### config.mk
export PLATFORM = sky130hd
export DESIGN_NAME = gpid_front
export DESIGN_NICKNAME = d
export VERILOG_FILES = /design/src/rtl/gpid_pkg.sv /design/src/rtl/gpid_front.sv
export SDC_FILE = /design/constraint.sdc
export NUM_CORES = 1
export LEC_CHECK = 0
export BUFFER_PORTS_ARGS = -buffer_cell sky130_fd_sc_hd__buf_2
export CORE_ASPECT_RATIO = 1.2
export CORE_MARGIN = 3
export CORE_UTILIZATION = 52
export CTS_CLUSTER_DIAMETER = 80
export DETAILED_ROUTE_END_ITERATION = 16
export HOLD_SLACK_MARGIN = 0.12
export PLACE_DENSITY = 0.82
export SYNTH_ARGS = -nofsm -noshare
export SYNTH_HDL_FRONTEND = slang
export SYNTH_SLANG_ARGS = --single-unit
export TNS_END_PERCENT = 5
### constraint.sdc
create_clock -name clk_i -period 5.2 [get_ports clk_i]
set_input_delay 1.04 -clock clk_i [delete_from_list [all_inputs] [get_ports clk_i]]
set_output_delay 1.04 -clock clk_i [all_outputs]
set_load 0.02 [all_outputs]
### src/rtl/gpid_pkg.sv
// Shared types, widths and reset values for the gain-scheduled PID unit.
`default_nettype none
package gpid_pkg;

  // Field widths.
  localparam int unsigned DataW  = 32;
  localparam int unsigned GainW  = 20;
  localparam int unsigned BoundW = 31;
  localparam int unsigned IdxW   = 3;

  // Register reset values.
  localparam logic [GainW-1:0]  CoarseKpRst = 20'd15360;
  localparam logic [GainW-1:0]  CoarseKiRst = 20'd256;
  localparam logic [GainW-1:0]  CoarseKdRst = 20'd76800;
  localparam logic [GainW-1:0]  FineKpRst   = 20'd3840;
  localparam logic [GainW-1:0]  FineKiRst   = 20'd0;
  localparam logic [GainW-1:0]  FineKdRst   = 20'd204800;
  localparam logic [BoundW-1:0] BandThrRst  = 31'd1966;
  localparam logic [BoundW-1:0] IntLimRst   = 31'd655360;

  // Register indexes.
  typedef enum logic [IdxW-1:0] {
    REG_COARSE_KP  = 3'd0,
    REG_COARSE_KI  = 3'd1,
    REG_COARSE_KD  = 3'd2,
    REG_FINE_KP    = 3'd3,
    REG_FINE_KI    = 3'd4,
    REG_FINE_KD    = 3'd5,
    REG_BAND_THR   = 3'd6,
    REG_INT_LIMIT  = 3'd7
  } cfg_reg_e;

  // Full configuration as seen by the datapath.
  typedef struct packed {
    logic [GainW-1:0]  coarse_kp;
    logic [GainW-1:0]  coarse_ki;
    logic [GainW-1:0]  coarse_kd;
    logic [GainW-1:0]  fine_kp;
    logic [GainW-1:0]  fine_ki;
    logic [GainW-1:0]  fine_kd;
    logic [BoundW-1:0] band_threshold;
    logic [BoundW-1:0] integral_limit;
  } cfg_t;

  // Contents of the stage register between the front and the back end.
  typedef struct packed {
    logic signed [DataW-1:0] err;
    logic signed [DataW:0]   diff;
    logic [GainW-1:0]        kp;
    logic [GainW-1:0]        ki;
    logic [GainW-1:0]        kd;
    logic                    fine;
  } stage_t;

endpackage
`default_nettype wire

### src/rtl/gpid_front.sv
// Front end: error, band decision and gain selection into the stage register.
`default_nettype none
module gpid_front (
  input  wire logic                               clk_i,
  input  wire logic                               rst_ni,
  input  wire logic                               load_i,
  input  wire logic signed [gpid_pkg::DataW-1:0]  measured_i,
  input  wire logic signed [gpid_pkg::DataW-1:0]  target_i,
  input  wire gpid_pkg::cfg_t                     cfg_i,
  output gpid_pkg::stage_t                        stage_o
);

  localparam int unsigned W = gpid_pkg::DataW;

  logic signed [W-1:0] prev_err_q;
  logic signed [W:0]   raw_err;
  logic signed [W-1:0] err;
  logic [W-1:0]        prev_mag;
  gpid_pkg::stage_t    stage_q, stage_d;

  // Error with saturation to the signed 32-bit range.
  always_comb begin
    raw_err = (W+1)'(target_i) - (W+1)'(measured_i);
    if (raw_err[W] != raw_err[W-1]) begin
      err = raw_err[W] ? {1'b1, {(W-1){1'b0}}} : {1'b0, {(W-1){1'b1}}};
    end else begin
      err = raw_err[W-1:0];
    end
  end

  // Magnitude of the previous error; the most negative value gives 2^31.
  assign prev_mag = prev_err_q[W-1] ? (~prev_err_q + 1'b1) : prev_err_q;

  // Band decision, gain selection and the difference term.
  always_comb begin
    stage_d.err  = err;
    stage_d.diff = (W+1)'(err) - (W+1)'(prev_err_q);
    stage_d.fine = prev_mag < {1'b0, cfg_i.band_threshold};
    stage_d.kp   = stage_d.fine ? cfg_i.fine_kp : cfg_i.coarse_kp;
    stage_d.ki   = stage_d.fine ? cfg_i.fine_ki : cfg_i.coarse_ki;
    stage_d.kd   = stage_d.fine ? cfg_i.fine_kd : cfg_i.coarse_kd;
  end

  // Previous error is part of the controller state.
  always_ff @(posedge clk_i or negedge rst_ni) begin
    if (!rst_ni) begin
      prev_err_q <= '0;
    end else if (load_i) begin
      prev_err_q <= err;
    end
  end

  // Stage register carries payload only.
  always_ff @(posedge clk_i) begin
    if (load_i) begin
      stage_q <= stage_d;
    end
  end

  assign stage_o = stage_q;

endmodule
`default_nettype wire

# Word-level counts from Yosys, hierarchy flattened
# Index checks and enable logic that the tools add are counted.
totals:
  ff_bits: 158
  latchBits: 0
  ramBits: 0
  romBits: 0
  input_bits: 249
  output_inout_bits: 126
  elab_cells: 19
  n_memories: 0
classes:
  addsub: 3
  multipliers: 0
  div: 0
  order_cmp: 1
  n_eq_ne: 1
  shifts: 0
  n_mux: 6
  bitwise_logic: 1
  reduce_logical: 0
op_table:
  columns: ["op", "n"]
  rows:
  - ["32-bit two-way mux", 3]
  - ["32-bit by 32-bit subtractor with 33-bit output", 2]
  - ["20-bit two-way mux", 3]
  - ["32-bit by 1-bit adder with 32-bit output, second input constant", 1]
  - ["32-bit by 31-bit < comparator with 1-bit output", 1]
  - ["32-bit inverter", 1]
  - ["1-bit inequality test", 1]

# Logic depth before layout (Yosys ltp)
# Gate-level depths: netlist (run 1).
logic_depth:
  depth_word: 5
  depth_mapped: 31
  ltp_nobuf: 28

# Least setup slack after synthesis (run 1)
# Ideal clock, no wire load.
synth_timing:
  path_kind: "in2reg"
  start: "in measured_i[7] (netlist bit)"
  end: "reg stage_q (netlist bit stage_o[91]) (data pin)"
  setup_time_ps: 258
  arrival_time_ps: 6350
  required_ps: 4942
  setup_slack_ps: -1408
  stages: 28
  n_path_buf: 2
  cell_sequence: "inv_1 > ha_1 > o21ai_1 > a2111oi_2 > a21o_1 > a31o_2 > a21oi_1 > or4_4 > a21o_1 > ha_1 > clkbuf_1 > o21a_1 > and2_1 > clkbuf_1 > a21oi_1 > inv_1 > ha_1 > inv_1 > fa_1 > a211oi_1 > o21ai_1 > a21oi_1 > o31ai_1 > a31oi_1 > o21ai_1 > nor3b_1 > nor2_1 > xnor2_1"
synth_lines:
  columns: ["element", "line_no", "rtl"]
  rows:
  - ["start, declared", "gpid_front.sv:7", "input wire logic signed [gpid_pkg::DataW-1:0] measured_i,"]
  - ["end signal, assigned", "gpid_front.sv:56", "stage_q <= stage_d;"]
  - ["end, declared", "gpid_front.sv:19", "gpid_pkg::stage_t stage_q, stage_d;"]

==> out/results.txt, run 1 <==
TritonCTS clock tree -> yes
post-synthesis area per instance -> 10.6 um2
multi-input logic area -> 6560 um2
Worst Skew -> 0.0129 ns
sw power -> 3.88 mW
final critical-path required period -> 5.82 ns
Ys Warns -> 0
die width -> 139 um
DRT antenna net count -> 0
CP dominant cell by count -> ha_4
Reg power frac -> 0.239
Mapped Cells -> 1,037
pin count of the biggest net entering global routing -> 97
Least-Margin Pin Slew -> 0.830 ns
Pre-Repair DR Iteration Count -> 5
crit share post-route -> 1.12
Final Hold Fails -> 0
hold worst-path end -> prev_err_q[11]
Post-synth ARST share -> 0.203
FF+latch area -> 4580 um2
layout cells sized above 1 -> 0.498
Hold Crit Class -> flop to flop
worst reg-to-reg path cell count -> 18
FP Rows -> 57
critical path fanouts, max -> 9
Starting Density -> 0.537
synth top area cells -> edfxtp_1, ha_1, mux2_4
I/O Buffers -> 343
Hold-fix buffers, CTS -> 0
r2r startpoint -> prev_err_q[2]
Vias -> 10,300
WL per Instance -> 18.7 um
area of placed instances -> 14,900 um2
hold_sp -> prev_err_q[11]
CORE AREA -> 20,500 um2
hold depth -> 1
Synth Register Bits -> 158
post-synth cell types -> 67
final setup vio count -> 24
Vias/cell -> 5.50
sw frac -> 0.406
ant diodes -> 0
first-pass GRT wire length -> 52.2 mm
post-synthesis net count -> 1,385
number of synthesized flops with an enable pin -> 126
CTS sink count -> 158
internal power -> 5.67 mW
slowest stage cell, crit path -> or4_4
synthesized area -> 11,000 um2
pwr/cell area -> 595 nW/um2
Post-Layout Inst Area -> 16,100 um2
relative slew slack -> 0.447
Worst setup EP type -> flop
worst vdd ir -> 0.282 mV
status -> finished with violations
gpl congestion -> 0.978
Slew Viols, Final -> 0
CTS H-Tree Depth -> 4
1st-iter DRT viols -> 687
Layout Nets -> 1,949
Die Y -> 166 um
wirelength, routed -> 35.1 mm
hold_ws -> 0.565 ns
top_reg_cell synth -> edfxtp_1
number of top-level pins -> 375
Logic pwr share -> 0.628
GRT Resource Usage Total -> 0.288
CP required -> 5.37 ns
clock root cell -> clkbuf_16
vias in the first global route -> 10,300
highest-count cells in the layout ignoring fill and taps -> buf_2, buf_4, edfxtp_1
initial antenna violation count -> 0
max frequency -> 0.172 GHz
Reg-to-Reg End -> stage_o[8]
GRT Residual Overflow -> 0
Worst EP arrival -> 5.99 ns
area leader, netlist -> edfxtp_1
clock network power share -> 0.134
Crit Path Class -> primary input to flop
pre-CTS setup slack -> -1.22 ns
Pleak -> 7.68 nW
most common cell after layout, fill and taps aside -> buf_2
post-synth top area share -> 0.343
Die ar. -> 23,000 um2
part of the Yosys area used for sequential elements -> 0.415
CP startpoint kind -> primary input
dpl hpwl -> 26.8 mm
failing checks -> setup timing
worst-skew pair later-pin latency -> 0.43 ns
Longest Clk Path Bufs -> 2
fillers -> 1,298
total of max-cap violations -> 0
max incr delay on CP -> 0.42 ns
R2R setup slack -> 0.23 ns
Clock Pin Slew Worst Setup and Hold Paths -> 0.07 ns
RSZ-0062 raised after global routing -> true
CTS Buf Count -> 17
detailed-route DRC error count -> 0
Tot Pwr -> 9.55 mW
Area growth, synth to finish -> 45.5%
worst setup margin -> -0.623 ns
## power by group through the flow
stage	Clock, mW	Combinational, mW	Sequential [mW]
after floorplan	0	2.99	2.65
after global placement	0	5.30	2.27
after detailed placement	0	5.43	2.28
after CTS	1.29	5.68	2.27
after global routing	1.34	6.44	2.32
final	1.28	6.00	2.28
## sequential cells by signal, summed over array words and instances, names as in the netlist
name / flops
stage_o: 126
prev_err_q: 32
## kinds of logic (layout without fill, tap and decap cells)
kind of cell	after synthesis	after routing	synth area share
compound gates	259	259	0.154
xor+xnor	81	81	0.0643
fa+ha+maj	99	99	0.114
buf+inv	144	721	0.0544
flops	158	158	0.415
mux	80	80	0.102
simple gates	216	216	0.0967
## synthesized netlist by cell type, drive strengths merged (24+ instances only)
cell type,count
a21o,24
a21oi,66
clkbuf,24
dfrtp,32
edfxtp,126
ha,97
inv,112
mux2,80
nand2,56
nor2,61
o21ai,63
xnor2,63
## how the worst max path moves through the flow
stage               slack, ns          end           start  cells past startpoint
CTS                     -0.60  stage_o[92]  measured_i[10]                     29
detailed placement      -1.22  stage_o[93]   measured_i[1]                     31
finish                  -0.62  stage_o[92]   measured_i[7]                     25
floorplan               -0.76  stage_o[86]     target_i[2]                     27
global placement        -1.05  stage_o[93]     target_i[0]                     31
global route            -0.79  stage_o[92]     target_i[0]                     31
## area by class of cell
cell class | instances | area share
multi-input cells | 735 | 0.408
flip-flops and latches | 158 | 0.286
repair buffers | 577 | 0.222
clock buffers | 18 | 0.0267
inverters | 112 | 0.0265
well taps | 265 | 0.0206
clock inverters | 14 | 0.0107
## metrics by stage
stage / utilization / setup TNS, ns / cells
final: 0.782 / -8.30 / 1879
after global routing: 0.782 / -12.33 / 1879
after CTS: 0.768 / -6.83 / 1871
after detailed placement: 0.727 / -23.15 / 1831
after global placement: 0.727 / -19.72 / 1831
after floorplan: - / -9.70 / 1037
## routing by layer
metal	wire (um)	share of wire	GRT usage	up-vias
met2	17600	0.50	0.514	440
met1	13000	0.37	0.317	4870
met5	0	0	0	-
met4	1680	0.048	0.145	0
li1	-	-	-	4919
met3	2790	0.079	0.0783	111
## worst max-delay path, delay by kind of cell
kind,cells,cell delay [ns]
compound gates,14,2.96
xor+xnor,1,0.13
fa+ha+maj,3,0.84
buf+inv,5,0.52
simple gates,2,0.47
## repair_timing
| item | CTS | global route |
|---|---|---|
| gates resized for setup | 42 | 39 |
| gates cloned | 0 | 0 |
| pin swaps | 31 | 26 |
| buffers inserted | 8 | 8 |
| setup endpoints to repair | 24 | 86 |
(Power assumes the default switching activity.)
==> run 2, diff against run 1 <==
--- a/config.mk
+++ b/config.mk
@@ -13,6 +13,7 @@
 export DETAILED_ROUTE_END_ITERATION = 16
 export HOLD_SLACK_MARGIN = 0.12
 export PLACE_DENSITY = 0.82
+export SETUP_SLACK_MARGIN = 0.3
 export SYNTH_ARGS = -nofsm -noshare
 export SYNTH_HDL_FRONTEND = slang
 export SYNTH_SLANG_ARGS = --single-unit
==> run 2 against run 1 <==
Net effect: the flow still finishes with violations (setup timing); clock skew increased by 0.0021 ns; clock power about the same; flip-flop and latch count stayed put; core utilization increased by 3.0 points; first-iteration DRC count is 9.9% higher; global-route usage rose by 1.5 points; combinational power increased by 10%; power up 7.0%; clock-buffer cell count is the same; die area unchanged; critical path type unchanged; largest cell class unchanged; highest routed layer unchanged.
==> out/results.txt, run 2 (same netlist as run 1, synthesis figures left out) <==
area of placed instances -> 14,900 um2
crit share post-route -> 1.13
I/O Buffers -> 343
Layout Nets -> 1,969
wirelength, routed -> 37.9 mm
status -> finished with violations
Clock Pin Slew Worst Setup and Hold Paths -> 0.07 ns
Die Y -> 166 um
Worst Skew -> 0.0150 ns
RSZ-0062 raised after global routing -> true
CP dominant cell by count -> buf_4
r2r startpoint -> prev_err_q[2]
FP Rows -> 57
Starting Density -> 0.537
crit path from -> measured_i[7]
fillers -> 1,143
relative slew slack -> 0.440
number of top-level pins -> 375
GRT Residual Overflow -> 0
most common cell after layout, fill and taps aside -> buf_2
Pre-Repair DR Iteration Count -> 5
Worst EP arrival -> 6.06 ns
CP startpoint kind -> primary input
hold depth -> 1
clock root cell -> clkbuf_16
GRT Resource Usage Total -> 0.303
Vias/cell -> 5.64
Least-Margin Pin Slew -> 0.841 ns
total of max-cap violations -> 0
Vias -> 10,700
WL per Instance -> 19.9 um
Hold Crit Class -> flop to flop
worst-skew pair later-pin latency -> 0.43 ns
vias in the first global route -> 10,500
Area growth, synth to finish -> 51.1%
CP endpoint -> stage_o[92]
die width -> 139 um
TritonCTS clock tree -> yes
Final Hold Fails -> 0
failing checks -> setup timing
max frequency -> 0.170 GHz
worst setup margin -> -0.691 ns
first-pass GRT wire length -> 54.8 mm
Post-Layout Inst Area -> 16,700 um2
CP required -> 5.37 ns
worst vdd ir -> 0.291 mV
DRT antenna net count -> 0
Longest Clk Path Bufs -> 2
gpl congestion -> 0.978
worst reg-to-reg path cell count -> 19
Hold-fix buffers, CTS -> 0
number of flip-flops in the largest register -> 126
pin count of the biggest net entering global routing -> 97
pwr/cell area -> 613 nW/um2
dpl hpwl -> 26.8 mm
R2R setup slack -> 0.31 ns
initial antenna violation count -> 0
detailed-route DRC error count -> 0
final critical-path required period -> 5.89 ns
Pleak -> 7.89 nW
Slew Viols, Final -> 0
ant diodes -> 0
CTS Buf Count -> 17
final setup vio count -> 23
critical path fanouts, max -> 5
Die ar. -> 23,000 um2
1st-iter DRT viols -> 755
layout cells sized above 1 -> 0.529
Reg-to-Reg End -> stage_o[8]
Worst setup EP type -> flop
highest-count cells in the layout ignoring fill and taps -> buf_2, buf_4, edfxtp_1
slowest stage cell, crit path -> ha_1
CTS H-Tree Depth -> 4
CORE AREA -> 20,500 um2
max incr delay on CP -> 0.30 ns
CTS sink count -> 158
Tot Pwr -> 10.2 mW
Crit Path Class -> primary input to flop
==> run 2: cell types whose count changed in the layout (fill, tap and decap cells not counted), moves of 7 or more <==
cell / change
buf_8: +12
nor2_1: -7
buf_6: +8
nor2_4: +7
==> run 2: worst min-delay path by stage <==
stage / from / endpoint / slack, ns
floorplan: prev_err_q[11] / prev_err_q[11] / 0.53
global placement: prev_err_q[11] / prev_err_q[11] / 0.54
detailed placement: prev_err_q[11] / prev_err_q[11] / 0.55
CTS: prev_err_q[11] / prev_err_q[11] / 0.57
global route: prev_err_q[11] / prev_err_q[11] / 0.61
finish: prev_err_q[11] / prev_err_q[11] / 0.59
==> run 2: final cells by class <==
type,instances,area (um2),share of cell area
clock buffer,18,429,0.0257
clock inverter,14,171,0.0103
inverter,112,425,0.0255
multi-input combinational,735,6880,0.413
sequential,158,4590,0.275
tap,265,332,0.0199
timing repair buffer,597,3850,0.231
==> run 2: what timing repair did <==
action | CTS | global route
resized for setup | 91 | 84
setup endpoints to repair | 89 | 89
pin swaps | 61 | 51
gates cloned | 1 | 0
buffers inserted | 27 | 8
==> run 2: power breakdown <==
part           internal (mW)  total, mW  leakage [nW]  switching (mW)
Clock                  0.727       1.29         0.286           0.563
Combinational           3.27       6.63          6.01            3.37
Sequential              2.02       2.29          1.60           0.274
Total                   6.01       10.2          7.89            4.21
==> run 2: layer usage <==
metal  vias to the layer above  global-route usage  part of all wire
met5                         -                   0                 0
met4                         0               0.144             0.054
met3                       146              0.0829             0.084
met2                       539               0.543              0.50
met1                      5068               0.334              0.36
li1                       4949                   -                 -
==> run 2: worst max-delay path, delay by kind of cell <==
kind            cells  cell delay (ns)
simple gates        7             0.95
xor+xnor            2             0.29
fa+ha+maj           2             0.59
compound gates      7             1.60
buf+inv            13             1.57
==> run 2: through the flow <==
stage / hold WS (ns) / setup slack [ns] / std cells / TNS (ns) / utilization
CTS: 0.566 / -0.528 / 1891 / -5.77 / 0.791
detailed placement: 0.549 / -1.22 / 1831 / -23.15 / 0.727
finish: 0.593 / -0.691 / 1899 / -7.59 / 0.812
global route: 0.606 / -0.803 / 1899 / -11.43 / 0.812
global placement: 0.541 / -1.05 / 1831 / -19.72 / 0.727
floorplan: 0.525 / -0.763 / 1037 / -9.70 / -
