--- src/rtl/gpid_pkg.sv ---
// Shared types, widths and reset values for the gain-scheduled PID unit.
`default_nettype none
package gpid_pkg;

  // Field widths.
  localparam int unsigned DataW  = 32;
  localparam int unsigned GainW  = 20;
  localparam int unsigned BoundW = 31;
  localparam int unsigned IdxW   = 3;

  // Register reset values.
  localparam logic [GainW-1:0]  CoarseKpRst = 20'd15360;
  localparam logic [GainW-1:0]  CoarseKiRst = 20'd256;
  localparam logic [GainW-1:0]  CoarseKdRst = 20'd76800;
  localparam logic [GainW-1:0]  FineKpRst   = 20'd3840;
  localparam logic [GainW-1:0]  FineKiRst   = 20'd0;
  localparam logic [GainW-1:0]  FineKdRst   = 20'd204800;
  localparam logic [BoundW-1:0] BandThrRst  = 31'd1966;
  localparam logic [BoundW-1:0] IntLimRst   = 31'd655360;

  // Register indexes.
  typedef enum logic [IdxW-1:0] {
    REG_COARSE_KP  = 3'd0,
    REG_COARSE_KI  = 3'd1,
    REG_COARSE_KD  = 3'd2,
    REG_FINE_KP    = 3'd3,
    REG_FINE_KI    = 3'd4,
    REG_FINE_KD    = 3'd5,
    REG_BAND_THR   = 3'd6,
    REG_INT_LIMIT  = 3'd7
  } cfg_reg_e;

  // Full configuration as seen by the datapath.
  typedef struct packed {
    logic [GainW-1:0]  coarse_kp;
    logic [GainW-1:0]  coarse_ki;
    logic [GainW-1:0]  coarse_kd;
    logic [GainW-1:0]  fine_kp;
    logic [GainW-1:0]  fine_ki;
    logic [GainW-1:0]  fine_kd;
    logic [BoundW-1:0] band_threshold;
    logic [BoundW-1:0] integral_limit;
  } cfg_t;

  // Contents of the stage register between the front and the back end.
  typedef struct packed {
    logic signed [DataW-1:0] err;
    logic signed [DataW:0]   diff;
    logic [GainW-1:0]        kp;
    logic [GainW-1:0]        ki;
    logic [GainW-1:0]        kd;
    logic                    fine;
  } stage_t;

endpackage
`default_nettype wire

--- src/rtl/gpid_cfg.sv ---
// Configuration register file of the gain-scheduled PID unit.
`default_nettype none
module gpid_cfg (
  input  wire logic                         clk_i,
  input  wire logic                         rst_ni,
  input  wire logic                         cfg_we_i,
  input  wire logic [gpid_pkg::IdxW-1:0]    cfg_idx_i,
  input  wire logic [gpid_pkg::BoundW-1:0]  cfg_data_i,
  output gpid_pkg::cfg_t                    cfg_o
);

  gpid_pkg::cfg_t cfg_q, cfg_d;

  // Decode the write; gains keep only their low bits.
  always_comb begin
    cfg_d = cfg_q;
    if (cfg_we_i) begin
      unique case (gpid_pkg::cfg_reg_e'(cfg_idx_i))
        gpid_pkg::REG_COARSE_KP: cfg_d.coarse_kp      = cfg_data_i[gpid_pkg::GainW-1:0];
        gpid_pkg::REG_COARSE_KI: cfg_d.coarse_ki      = cfg_data_i[gpid_pkg::GainW-1:0];
        gpid_pkg::REG_COARSE_KD: cfg_d.coarse_kd      = cfg_data_i[gpid_pkg::GainW-1:0];
        gpid_pkg::REG_FINE_KP:   cfg_d.fine_kp        = cfg_data_i[gpid_pkg::GainW-1:0];
        gpid_pkg::REG_FINE_KI:   cfg_d.fine_ki        = cfg_data_i[gpid_pkg::GainW-1:0];
        gpid_pkg::REG_FINE_KD:   cfg_d.fine_kd        = cfg_data_i[gpid_pkg::GainW-1:0];
        gpid_pkg::REG_BAND_THR:  cfg_d.band_threshold = cfg_data_i;
        gpid_pkg::REG_INT_LIMIT: cfg_d.integral_limit = cfg_data_i;
      endcase
    end
  end

  // Register storage with the documented reset values.
  always_ff @(posedge clk_i or negedge rst_ni) begin
    if (!rst_ni) begin
      cfg_q.coarse_kp      <= gpid_pkg::CoarseKpRst;
      cfg_q.coarse_ki      <= gpid_pkg::CoarseKiRst;
      cfg_q.coarse_kd      <= gpid_pkg::CoarseKdRst;
      cfg_q.fine_kp        <= gpid_pkg::FineKpRst;
      cfg_q.fine_ki        <= gpid_pkg::FineKiRst;
      cfg_q.fine_kd        <= gpid_pkg::FineKdRst;
      cfg_q.band_threshold <= gpid_pkg::BandThrRst;
      cfg_q.integral_limit <= gpid_pkg::IntLimRst;
    end else begin
      cfg_q <= cfg_d;
    end
  end

  assign cfg_o = cfg_q;

endmodule
`default_nettype wire

--- config.mk ---
export PLATFORM = sky130hd
export DESIGN_NAME = gpid_cfg
export DESIGN_NICKNAME = d
export VERILOG_FILES = /design/src/rtl/gpid_pkg.sv /design/src/rtl/gpid_cfg.sv
export SDC_FILE = /design/constraint.sdc
export NUM_CORES = 1
export LEC_CHECK = 0
export ABC_AREA = 0
export BUFFER_PORTS_ARGS = -buffer_cell sky130_fd_sc_hd__buf_2
export CORE_UTILIZATION = 50
export CTS_CLUSTER_SIZE = 12
export DETAILED_ROUTE_END_ITERATION = 10
export PLACE_DENSITY_LB_ADDON = 0.3
export SLEW_MARGIN = 40
export SYNTH_ARGS = -nofsm -noshare
export SYNTH_HDL_FRONTEND = slang
export SYNTH_SLANG_ARGS = --single-unit
--- constraint.sdc ---
create_clock -name clk_i -period 1.3 [get_ports clk_i]
set_clock_uncertainty 0.2 [all_clocks]
set_input_delay 0.13 -clock clk_i [delete_from_list [all_inputs] [get_ports clk_i]]
set_output_delay 0.13 -clock clk_i [all_outputs]
set_load 0.05 [all_outputs]
# ---- After elaboration in Yosys (flattened, before gate mapping)
# Index checks and enable logic that the tools add are counted.
dict set report totals {
  reg_bits 182
  latchBits 0
  ram_bits 0
  romBits 0
  in_bits 37
  out_inout_bits 182
  elab_cells 24
  memories 0
}
dict set report classes {
  addsub 0
  mul 0
  div_mod_pow 0
  n_lt_le_gt_ge 0
  n_eq_ne 7
  shifts 0
  mux 0
  bitwise 0
  reduce_logical 9
}
# operator n
set op_table {}
lappend op_table {{$reduce_and 2->1} 8}
lappend op_table {{$eq 3x3->1 const B} 4}
lappend op_table {{$eq 3x2->1 const B} 2}
lappend op_table {{$eq 3x1->1 const B} 1}
lappend op_table {{$logic_not 3->1} 1}

# ---- Logic depth before layout (Yosys ltp)
# Gate-level depths: netlist of run 1.
dict set report logic_depth {
  ltp_word 2
  mapped_depth 3
  depth_no_buf 2
}

# ---- Least setup slack after synthesis of run 1
# Ideal clock, no wire load.
dict set report synth_timing {
  kind {input -> register}
  start {input cfg_idx_i[0] in the netlist's numbering}
  end {register cfg_q (netlist bit cfg_o[165])}
  setup_ns 0.125
  arrival_ns 0.974
  required_ns 0.975
  path_slack_ns 0.001
  cell_stages 3
  n_path_buf 1
  cell_sequence {nor4b_2 buf_2 mux2_2}
}
dict set report synth_between {
  elab_chain_len 2
}
# item line
set synth_lines {}
lappend synth_lines {{start: declaration} gpid_cfg.sv:7} ;# input wire logic [gpid_pkg::IdxW-1:0] cfg_idx_i,
lappend synth_lines {{$logic_not 3->1} gpid_cfg.sv:18} ;# unique case (gpid_pkg::cfg_reg_e'(cfg_idx_i))
lappend synth_lines {{$reduce_and 2->1 (no source line)} n/a}
lappend synth_lines {{end signal: assignment} gpid_cfg.sv:43} ;# cfg_q <= cfg_d;
lappend synth_lines {{end: declaration} gpid_cfg.sv:12} ;# gpid_pkg::cfg_t cfg_q, cfg_d;
# No other way between the ends.
# A chain may end at the register's enable or synchronous reset.

# ---- Worst setup path after layout of run 1
dict set report layout_timing {
  start {register cfg_q (netlist bit cfg_o[173])}
  end {output cfg_o[173] in the netlist's numbering}
}
# item line
set layout_rtl {}
lappend layout_rtl {{end: declaration} gpid_cfg.sv:9} ;# output gpid_pkg::cfg_t cfg_o
# No word-level cell between the ends.

==> results of run 1 <==
[layout by cell type (no fill, tap or decap), drive strengths merged]
| master | count |
|---|---|
| dfrtp | 156 |
| nor4b | 1 |
| dfstp | 26 |
| nand4b | 3 |
| bufinv | 1 |
| clkbuf | 20 |
| clkinvlp | 5 |
| nand4 | 1 |
| dlygate4sd3 | 32 |
| and4bb | 3 |
| clkinv | 6 |
| mux2 | 182 |
| buf | 307 |
[worst paths after layout]
kind / startpoint / end / slack [ps] / cells after the start
min reg2reg: cfg_o[53]$_DFFE_PN0P_ / cfg_o[53]$_DFFE_PN0P_ / 330 / 1
min in group clk_i: cfg_idx_i[2] / cfg_o[167]$_DFFE_PN0P_ / 150 / 4
max: cfg_o[173]$_DFFE_PN1P_ / cfg_o[173] / -180 / 1
min: rst_ni / cfg_o[8]$_DFFE_PN0P_ / -50 / 2
max reg2reg: cfg_o[73]$_DFFE_PN0P_ / cfg_o[73]$_DFFE_PN0P_ / 40 / 3
max in group asynchronous: rst_ni / cfg_o[135]$_DFFE_PN1P_ / 370 / 3
[power breakdown]
group	switching, uW	internal (uW)	leakage (uW)
registers	1050	7060	0.00215
clock network	2160	2730	0.000264
logic	6070	4170	0.00269
total	9280	14000	0.00510
[cell families (layout without fill, tap and decap cells)]
logic type             count (synthesis)  count (layout)  share of synthesized area (%)
buffers and inverters                 18             371                          1.323
and+or+nand+nor                        8               8                          1.249
DFF                                  182             182                          67.34
muxes                                182             182                          30.09
[timing repair]
| action | 4_1_cts | 5_1_grt |
|---|---|---|
| endpoints found under the setup margin | 182 | 182 |
| hold endpoints to repair | 364 | 14 |
| resized for setup | 389 | 0 |
| setup buffers | 28 | 43 |
[area by class of cell]
| class | instances | area (um2) | area share (%) |
|---|---|---|---|
| multi-input combinational | 190 | 2143 | 19.52 |
| clock inverter | 12 | 105.1 | 0.9572 |
| timing repair buffer | 339 | 3468 | 31.59 |
| tap | 176 | 220.2 | 2.005 |
| clock buffer | 20 | 456.7 | 4.159 |
| sequential | 182 | 4587 | 41.77 |
[per-layer routing]
| metal | up-vias | global-route usage, % |
|---|---|---|
| li1 | 2064 | - |
| met2 | 179 | 52.16 |
| met3 | 53 | 8.060 |
| met1 | 2480 | 32.87 |
| met4 | 0 | 14.48 |
| met5 | - | 0 |
[per-stage QoR]
step / setup WS [ps] / cells / setup TNS [ps] / hold slack (ps) / instance area, um2
floorplan: 1.254 / 390 / 0 / -365.6 / 6812
global placement: -189.1 / 784 / -18370 / -175.6 / 8333
detailed placement: -213.6 / 784 / -22690 / -176.2 / 8333
CTS: -185.9 / 876 / -8312 / -55.09 / 10660
global route: -202.6 / 919 / -12070 / -41.50 / 10980
finish: -179.1 / 919 / -6679 / -54.96 / 10980
==> flow_metrics.env, run 1 <==
export IMPL_core_area_um2=13240
export IMPL_fin_nets=767
export IMPL_grt_max_degree=40
export IMPL_yosysTopAreaCell="dfrtp_1"
export IMPL_cts_tree="done"
export IMPL_largest_reg_flops=182
export IMPL_synth_seq_cells=182
export IMPL_clk_path_buf_depth=2
export IMPL_met3_length_mm=1.119
export IMPL_worstSetupPathType="flip-flop to primary output"
export IMPL_ant_nets=0
export IMPL_syn_inst=390
export IMPL_htree_num_levels=4
export IMPL_rows=42
export IMPL_drv_cap=0
export IMPL_synth_commonest_cells="mux2_2, dfrtp_1, dfstp_2"
export IMPL_powerDensity_nw_per_um2=2116
export IMPL_fp_dieW_um=118.7
export IMPL_grt_ovfl_total=0
export IMPL_worst_path_buf_inv=1
export IMPL_syn_cell_area_um2=6812
export IMPL_dpl_hpwl_mm=11.11
export IMPL_worstSetupStartpointType="flip-flop"
export IMPL_ir_drop_uv=1419
export IMPL_violations="negative hold slack, negative setup slack"
export IMPL_ctsRootBufferMaster="clkbuf_16"
export IMPL_critPathMaxFanout=2
export IMPL_critical_path_arrival_ps=1150
export IMPL_ioPinCount=219
export IMPL_yosysWarnings=0
export IMPL_clk_pin_slew_ps=60
export IMPL_hold_slack_ps=-54.96
export IMPL_period_minus_slack_ps=1479
export IMPL_fin_crit_sh_pct=113.8
export IMPL_drive_gt1_share_pct=73.89
export IMPL_hp_class="input port to asynchronous set/reset pin"
export IMPL_synth_top_cell_area_share_pct=57.31
export IMPL_relSlewSlack_pct=79.09
export IMPL_synth_cell_types=9
export IMPL_grt_pass1_wl_mm=30.55
export IMPL_cts_buffers_inserted=17
export IMPL_wl_per_cell_um=22.21
export IMPL_finalSetupViolCount=175
export IMPL_ys_async_sr_fraction_pct=100.0
export IMPL_drc=0
export IMPL_required_ps=970
export IMPL_first_pass_iters=6
export IMPL_synth_edf_count=0
export IMPL_synth_area_leaders="dfrtp_1, mux2_2, dfstp_2, buf_2, and4bb_2"
export IMPL_synth_avg_cell_area_um2=17.47
export IMPL_n_fill_cell=634
export IMPL_path_delay_family="flip-flops"
export IMPL_die_y_um=118.7
export IMPL_status="complete, but fails checks"
export IMPL_rsz0062_at_grt="true"
export IMPL_finalPower_uw=23240
export IMPL_clock_sinks=182
export IMPL_leakage_uw=0.005099
export IMPL_layout_setup_ws_ps=-179.1
export IMPL_slowest_delay_ps=570
export IMPL_start_util_pct=51.44
export IMPL_wirelength_mm=20.41
export IMPL_area_delta_synth_final_pct=61.20
export IMPL_path_cells="buf_8"
export IMPL_final_max_slew_violation_count=0
export IMPL_drtIter0Drc=201
export IMPL_synth_fp_nets=427
export IMPL_tightest_slew_ps=313.6
export IMPL_via_per_inst=5.197
export IMPL_met1Wirelength_mm=7.332
export IMPL_io_buffer_count=218
export IMPL_grt_usage_pct=29.58
export IMPL_slowest_stage="dfstp_2"
export IMPL_hold_violations=14
export IMPL_gp_congestion=0.7622
export IMPL_end_kind="primary output"
export IMPL_antenna_found_initial=0
export IMPL_fmax_mhz=676.1
export IMPL_top_layer="met4"
export IMPL_vias=4776
export IMPL_hold_buffers=32
export IMPL_die_area_um2=14090
export IMPL_dr_wl_met2_mm=11.23
export IMPL_final_util_pct=82.92
export IMPL_synth_most_common_cell="mux2_2"
export IMPL_clk_latency_ps=430
export IMPL_grt_pass1_vias=5333
export IMPL_synth_ff_type="dfrtp_1"
export IMPL_n_antenna_cell=0
export IMPL_seq_area_frac_synth_pct=67.34
No activity file was read; power rests on OpenSTA's default activity.
==> run 2: changes to the inputs <==
--- a/constraint.sdc
+++ b/constraint.sdc
@@ -4,2 +4,2 @@
 set_output_delay 0.13 -clock clk_i [all_outputs]
-set_load 0.05 [all_outputs]
+set_load 0.02 [all_outputs]
==> run 2 against run 1 <==
The flow still finishes with violations (negative hold slack, negative setup slack). Maximum frequency up 3.2%. Register-to-register slack about the same. Non-clock buffer count up 6. Final area down 0.44%. First-iteration DRC count down 9.0%. Hold slack about the same. Clock power about the same. Setup slack better by 45 ps. Critical endpoint is now cfg_o[40]. Highest routed layer unchanged. Global-route usage down 1.2 points.
==> flow_metrics.env, run 2 (synthesis gave the netlist of run 1 again) <==
export IMPL_vias=4814
export IMPL_antenna_found_initial=0
export IMPL_hold_buffers=32
export IMPL_grt_max_degree=40
export IMPL_worstSetupPathType="flip-flop to primary output"
export IMPL_drtIter0Drc=183
export IMPL_final_util_pct=82.55
export IMPL_r2r_start="cfg_o[11]$_DFFE_PN0P_"
export IMPL_end_kind="primary output"
export IMPL_core_area_um2=13240
export IMPL_worst_path_buf_inv=1
export IMPL_io_buffer_count=218
export IMPL_layout_setup_ws_ps=-133.7
export IMPL_clk_pin_slew_ps=60
export IMPL_critical_path_arrival_ps=1100
export IMPL_ctsRootBufferMaster="clkbuf_16"
export IMPL_wl_per_cell_um=21.52
export IMPL_slowest_stage="dfstp_2"
export IMPL_gp_congestion=0.7622
export IMPL_ff2ff_setup_slack_ps=50
export IMPL_ioPinCount=219
export IMPL_htree_num_levels=4
export IMPL_dpl_cell_area_um2=8333
export IMPL_required_ps=970
export IMPL_dp_cells=784
export IMPL_grt_ovfl_total=0
export IMPL_final_cells=925
export IMPL_die_y_um=118.7
export IMPL_period_minus_slack_ps=1434
export IMPL_clk_path_buf_depth=2
export IMPL_cts_buffers_inserted=17
export IMPL_first_pass_iters=5
export IMPL_grt_usage_pct=28.40
export IMPL_reg2reg_to="cfg_o[11]$_DFFE_PN0P_"
export IMPL_fmax_mhz=697.5
export IMPL_fin_crit_sh_pct=110.3
export IMPL_hp_class="input port to asynchronous set/reset pin"
export IMPL_drive_gt1_share_pct=74.10
export IMPL_rsz0062_at_grt="true"
export IMPL_final_common_cell="buf_6"
export IMPL_ir_drop_uv=1265
export IMPL_n_antenna_cell=0
export IMPL_hold_violations=14
export IMPL_drv_cap=0
export IMPL_fp_dieW_um=118.7
export IMPL_path_cells="buf_6"
export IMPL_fin_nets=773
export IMPL_critPathMaxFanout=2
export IMPL_relSlewSlack_pct=79.46
export IMPL_ant_nets=0
export IMPL_finalSetupViolCount=63
export IMPL_cts_tree="done"
export IMPL_powerDensity_nw_per_um2=1838
export IMPL_clock_sinks=182
export IMPL_tightest_slew_ps=308.1
export IMPL_rows=42
export IMPL_clk_latency_ps=430
export IMPL_dpl_hpwl_mm=11.11
export IMPL_start_util_pct=51.44
export IMPL_final_cell_area_um2=10930
export IMPL_violations="negative hold slack, negative setup slack"
export IMPL_final_max_slew_violation_count=0
export IMPL_leakage_uw=0.005095
export IMPL_slowest_delay_ps=560
export IMPL_path_delay_family="flip-flops"
export IMPL_place_ws_ps=-213.6
export IMPL_largest_reg_flops=182
export IMPL_die_area_um2=14090
export IMPL_drc=0
export IMPL_grt_pass1_vias=5272
export IMPL_worst_r2r_cell_count=3
export IMPL_layout_common_cells="buf_6, mux2_2, dfrtp_1, buf_4, buf_2"
export IMPL_via_per_inst=5.204
export IMPL_status="complete, but fails checks"
export IMPL_hold_slack_ps=-55.03
export IMPL_wirelength_mm=19.91
export IMPL_worstSetupStartpointType="flip-flop"
export IMPL_grt_pass1_wl_mm=29.59
export IMPL_area_delta_synth_final_pct=60.49
## run 2: cell count changes in the layout (fill, tap and decap cells not counted), sizes merged
cell	delta
buf	+6
## run 2: layer usage
metal | up-vias | global-route usage (%) | part of all wire (%)
met3 | 42 | 8.156 | 5.5
met1 | 2502 | 31.97 | 37
met2 | 179 | 50.66 | 55
met5 | - | 0 | 0
met4 | 0 | 10.92 | 2.6
li1 | 2091 | - | -
## run 2: timing repair
item                                   in CTS  in global routing
resized for setup                         351                 13
endpoints found under the hold margin     364                 14
cloned                                      0                  0
setup endpoints to repair                 177                182
pin swaps                                   0                  0
setup buffers                              30                 47
## run 2: stage by stage
stage | total power, uW | setup TNS [ps] | hold slack [ps]
floorplan | 10480 | 0 | -365.6
global placement | 12280 | -18370 | -175.6
detailed placement | 12460 | -22690 | -176.2
CTS | 19380 | -4057 | -55.09
global route | 20780 | -7517 | -42.44
finish | 20090 | -3367 | -55.03
## run 2: worst max path at each step
stage                                from                      to  slack (ps)  cells past startpoint
floorplan                    cfg_idx_i[0]  cfg_o[165]$_DFFE_PN0P_           1                      3
global placement             cfg_idx_i[0]  cfg_o[176]$_DFFE_PN0P_        -190                      4
detailed placement           cfg_idx_i[0]  cfg_o[181]$_DFFE_PN0P_        -210                      4
CTS                 cfg_o[40]$_DFFE_PN1P_               cfg_o[40]        -150                      1
global route        cfg_o[34]$_DFFE_PN1P_               cfg_o[34]        -160                      1
finish              cfg_o[40]$_DFFE_PN1P_               cfg_o[40]        -130                      1
## run 2: report_power, final
part / total [uW] / switching, uW / internal [uW]
Sequential: 8050 / 990 / 7060
Combinational: 7140 / 3130 / 4010
Clock: 4900 / 2180 / 2730
Total: 20100 / 6300 / 13800
## run 2: final cells by class
type                            count  area [um2]
Clock buffer                       20       456.7
Sequential cell                   182        4587
Tap cell                          176       220.2
Multi-Input combinational cell    190        2143
Clock inverter                     12       105.1
Timing Repair Buffer              345        3420
Fill cell                         653        2311
## run 2: worst register-to-register path: cells and delay by family (launching register included)
family	cells	cell delay, ps
multiplexers	1	260
flip-flops	1	410
buffers and inverters	2	270
==> run 3: changes to the inputs <==
- SKIP_CTS_REPAIR_TIMING: default -> 1
==> run 3 against run 2 <==
The run still ends with negative hold slack, negative setup slack left. Clock power hardly changed. Largest power group unchanged. First-iteration DRC count is 19% lower. Highest routed layer unchanged. Register-to-register slack better by 130 ps. Hold slack worse by 5.0 ps. Wire length is 4.0% lower. Combinational power is 8.7% lower. Non-clock buffer count is 57 lower. Cell count is 6.2% lower. Final area is 3.9% lower. Global-route usage is 4.3 points lower. Sequential cell count stayed put. Die area stayed put.
==> flow_metrics.env, run 3 (synthesis gave the netlist of run 1 again) <==
export IMPL_layout_common_cells="buf_6, mux2_2, dfrtp_1, buf_2, dlygate4sd3_1"
export IMPL_final_cell_area_um2=10500
export IMPL_grt_pass1_wl_mm=25.27
export IMPL_n_antenna_cell=0
export IMPL_ir_drop_uv=1219
export IMPL_rows=42
export IMPL_end_kind="primary output"
export IMPL_area_delta_synth_final_pct=54.21
export IMPL_core_area_um2=13240
export IMPL_critPathMaxFanout=2
export IMPL_drtIter0Drc=149
export IMPL_path_delay_family="flip-flops"
export IMPL_clk_latency_ps=430
export IMPL_required_ps=970
export IMPL_place_ws_ps=-213.6
export IMPL_fmax_mhz=697.6
export IMPL_drc=0
export IMPL_htree_num_levels=4
export IMPL_die_y_um=118.7
export IMPL_tightest_slew_ps=301.3
export IMPL_wl_per_cell_um=22.02
export IMPL_grt_usage_pct=24.12
export IMPL_grt_ovfl_total=0
export IMPL_dpl_hpwl_mm=11.11
export IMPL_fin_crit_sh_pct=110.3
export IMPL_final_common_cell="buf_6"
export IMPL_grtUsageMet3_pct=6.708
export IMPL_ioPinCount=219
export IMPL_hold_slack_ps=-60.06
export IMPL_leakage_uw=0.004816
export IMPL_slowest_stage="dfstp_2"
export IMPL_antenna_found_initial=0
export IMPL_path_cells="buf_6"
export IMPL_dp_cells=784
export IMPL_grt_busiest_layer="met2"
export IMPL_grt_use_met2_pct=40.31
export IMPL_worst_path_buf_inv=1
export IMPL_worstSetupPathType="flip-flop to primary output"
export IMPL_grt_pass1_vias=4587
export IMPL_period_minus_slack_ps=1433
export IMPL_hold_violations=14
export IMPL_relSlewSlack_pct=79.91
export IMPL_first_pass_iters=4
export IMPL_cts_tree="done"
export IMPL_violations="negative hold slack, negative setup slack"
export IMPL_ant_nets=0
export IMPL_final_max_slew_violation_count=0
export IMPL_worstSetupStartpointType="flip-flop"
export IMPL_fp_dieW_um=118.7
export IMPL_wirelength_mm=19.11
export IMPL_rsz0062_at_grt="true"
export IMPL_drv_cap=0
export IMPL_finalSetupViolCount=63
export IMPL_dpl_cell_area_um2=8333
export IMPL_powerDensity_nw_per_um2=1854
export IMPL_status="complete, but fails checks"
export IMPL_cts_buffers_inserted=17
export IMPL_drive_gt1_share_pct=71.97
export IMPL_final_cells=868
export IMPL_hp_class="input port to asynchronous set/reset pin"
export IMPL_clk_path_buf_depth=2
export IMPL_grt_max_degree=40
export IMPL_vias=4591
export IMPL_gp_congestion=0.7622
export IMPL_layout_setup_ws_ps=-133.4
export IMPL_critical_path_arrival_ps=1100
export IMPL_ctsRootBufferMaster="clkbuf_16"
export IMPL_start_util_pct=51.44
export IMPL_grt_util_met1_pct=29.93
export IMPL_clock_sinks=182
export IMPL_io_buffer_count=218
export IMPL_largest_reg_flops=182
export IMPL_via_per_inst=5.289
export IMPL_fin_nets=716
export IMPL_slowest_delay_ps=560
export IMPL_die_area_um2=14090
export IMPL_clk_pin_slew_ps=60
[run 3: cell count changes in the layout (fill, tap and decap cells not counted)]
cell and delta:
buf_4 -57
[run 3: metrics by stage]
step	utilization, %	TNS, ps	total power (uW)
after floorplan	-	0	10480
after global placement	62.93	-18370	12280
after detailed placement	62.93	-22690	12460
after global routing	79.32	-7708	20130
final	79.32	-3343	19470
after CTS	67.17	-6506	17310
[run 3: worst paths after layout]
check                                               to                  start  slack (ps)  cells after the start
worst max-delay path                         cfg_o[40]  cfg_o[40]$_DFFE_PN1P_        -130                      1
worst max register to register   cfg_o[73]$_DFFE_PN0P_  cfg_o[73]$_DFFE_PN0P_         180                      2
worst min register to register   cfg_o[22]$_DFFE_PN0P_  cfg_o[22]$_DFFE_PN0P_         330                      1
max in group asynchronous       cfg_o[135]$_DFFE_PN1P_                 rst_ni         380                      3
min in group clk_i              cfg_o[167]$_DFFE_PN0P_           cfg_idx_i[2]         170                      4
worst min-delay path              cfg_o[8]$_DFFE_PN0P_                 rst_ni         -60                      2
[run 3: where the power goes]
group          internal [uW]  total (uW)  switching, uW  leakage (uW)
Clock                   2730        4880           2160      0.000264
Combinational           3560        6520           2970       0.00241
Sequential              7060        8070           1010       0.00215
Total                  13300       19500           6130       0.00482
[run 3: final cells by class]
class / count / area [um2]
sequential: 182 / 4587
timing repair buffer: 288 / 2992
fill: 713 / 2739
multi-input combinational: 190 / 2143
clock buffer: 20 / 456.7
tap: 176 / 220.2
clock inverter: 12 / 105.1
[run 3: per-layer routing]
layer  part of all wire (%)  up-vias
met5                      0        -
met1                     37     2410
li1                       -     1971
met2                     54      167
met3                    5.4       43
met4                    2.9        0
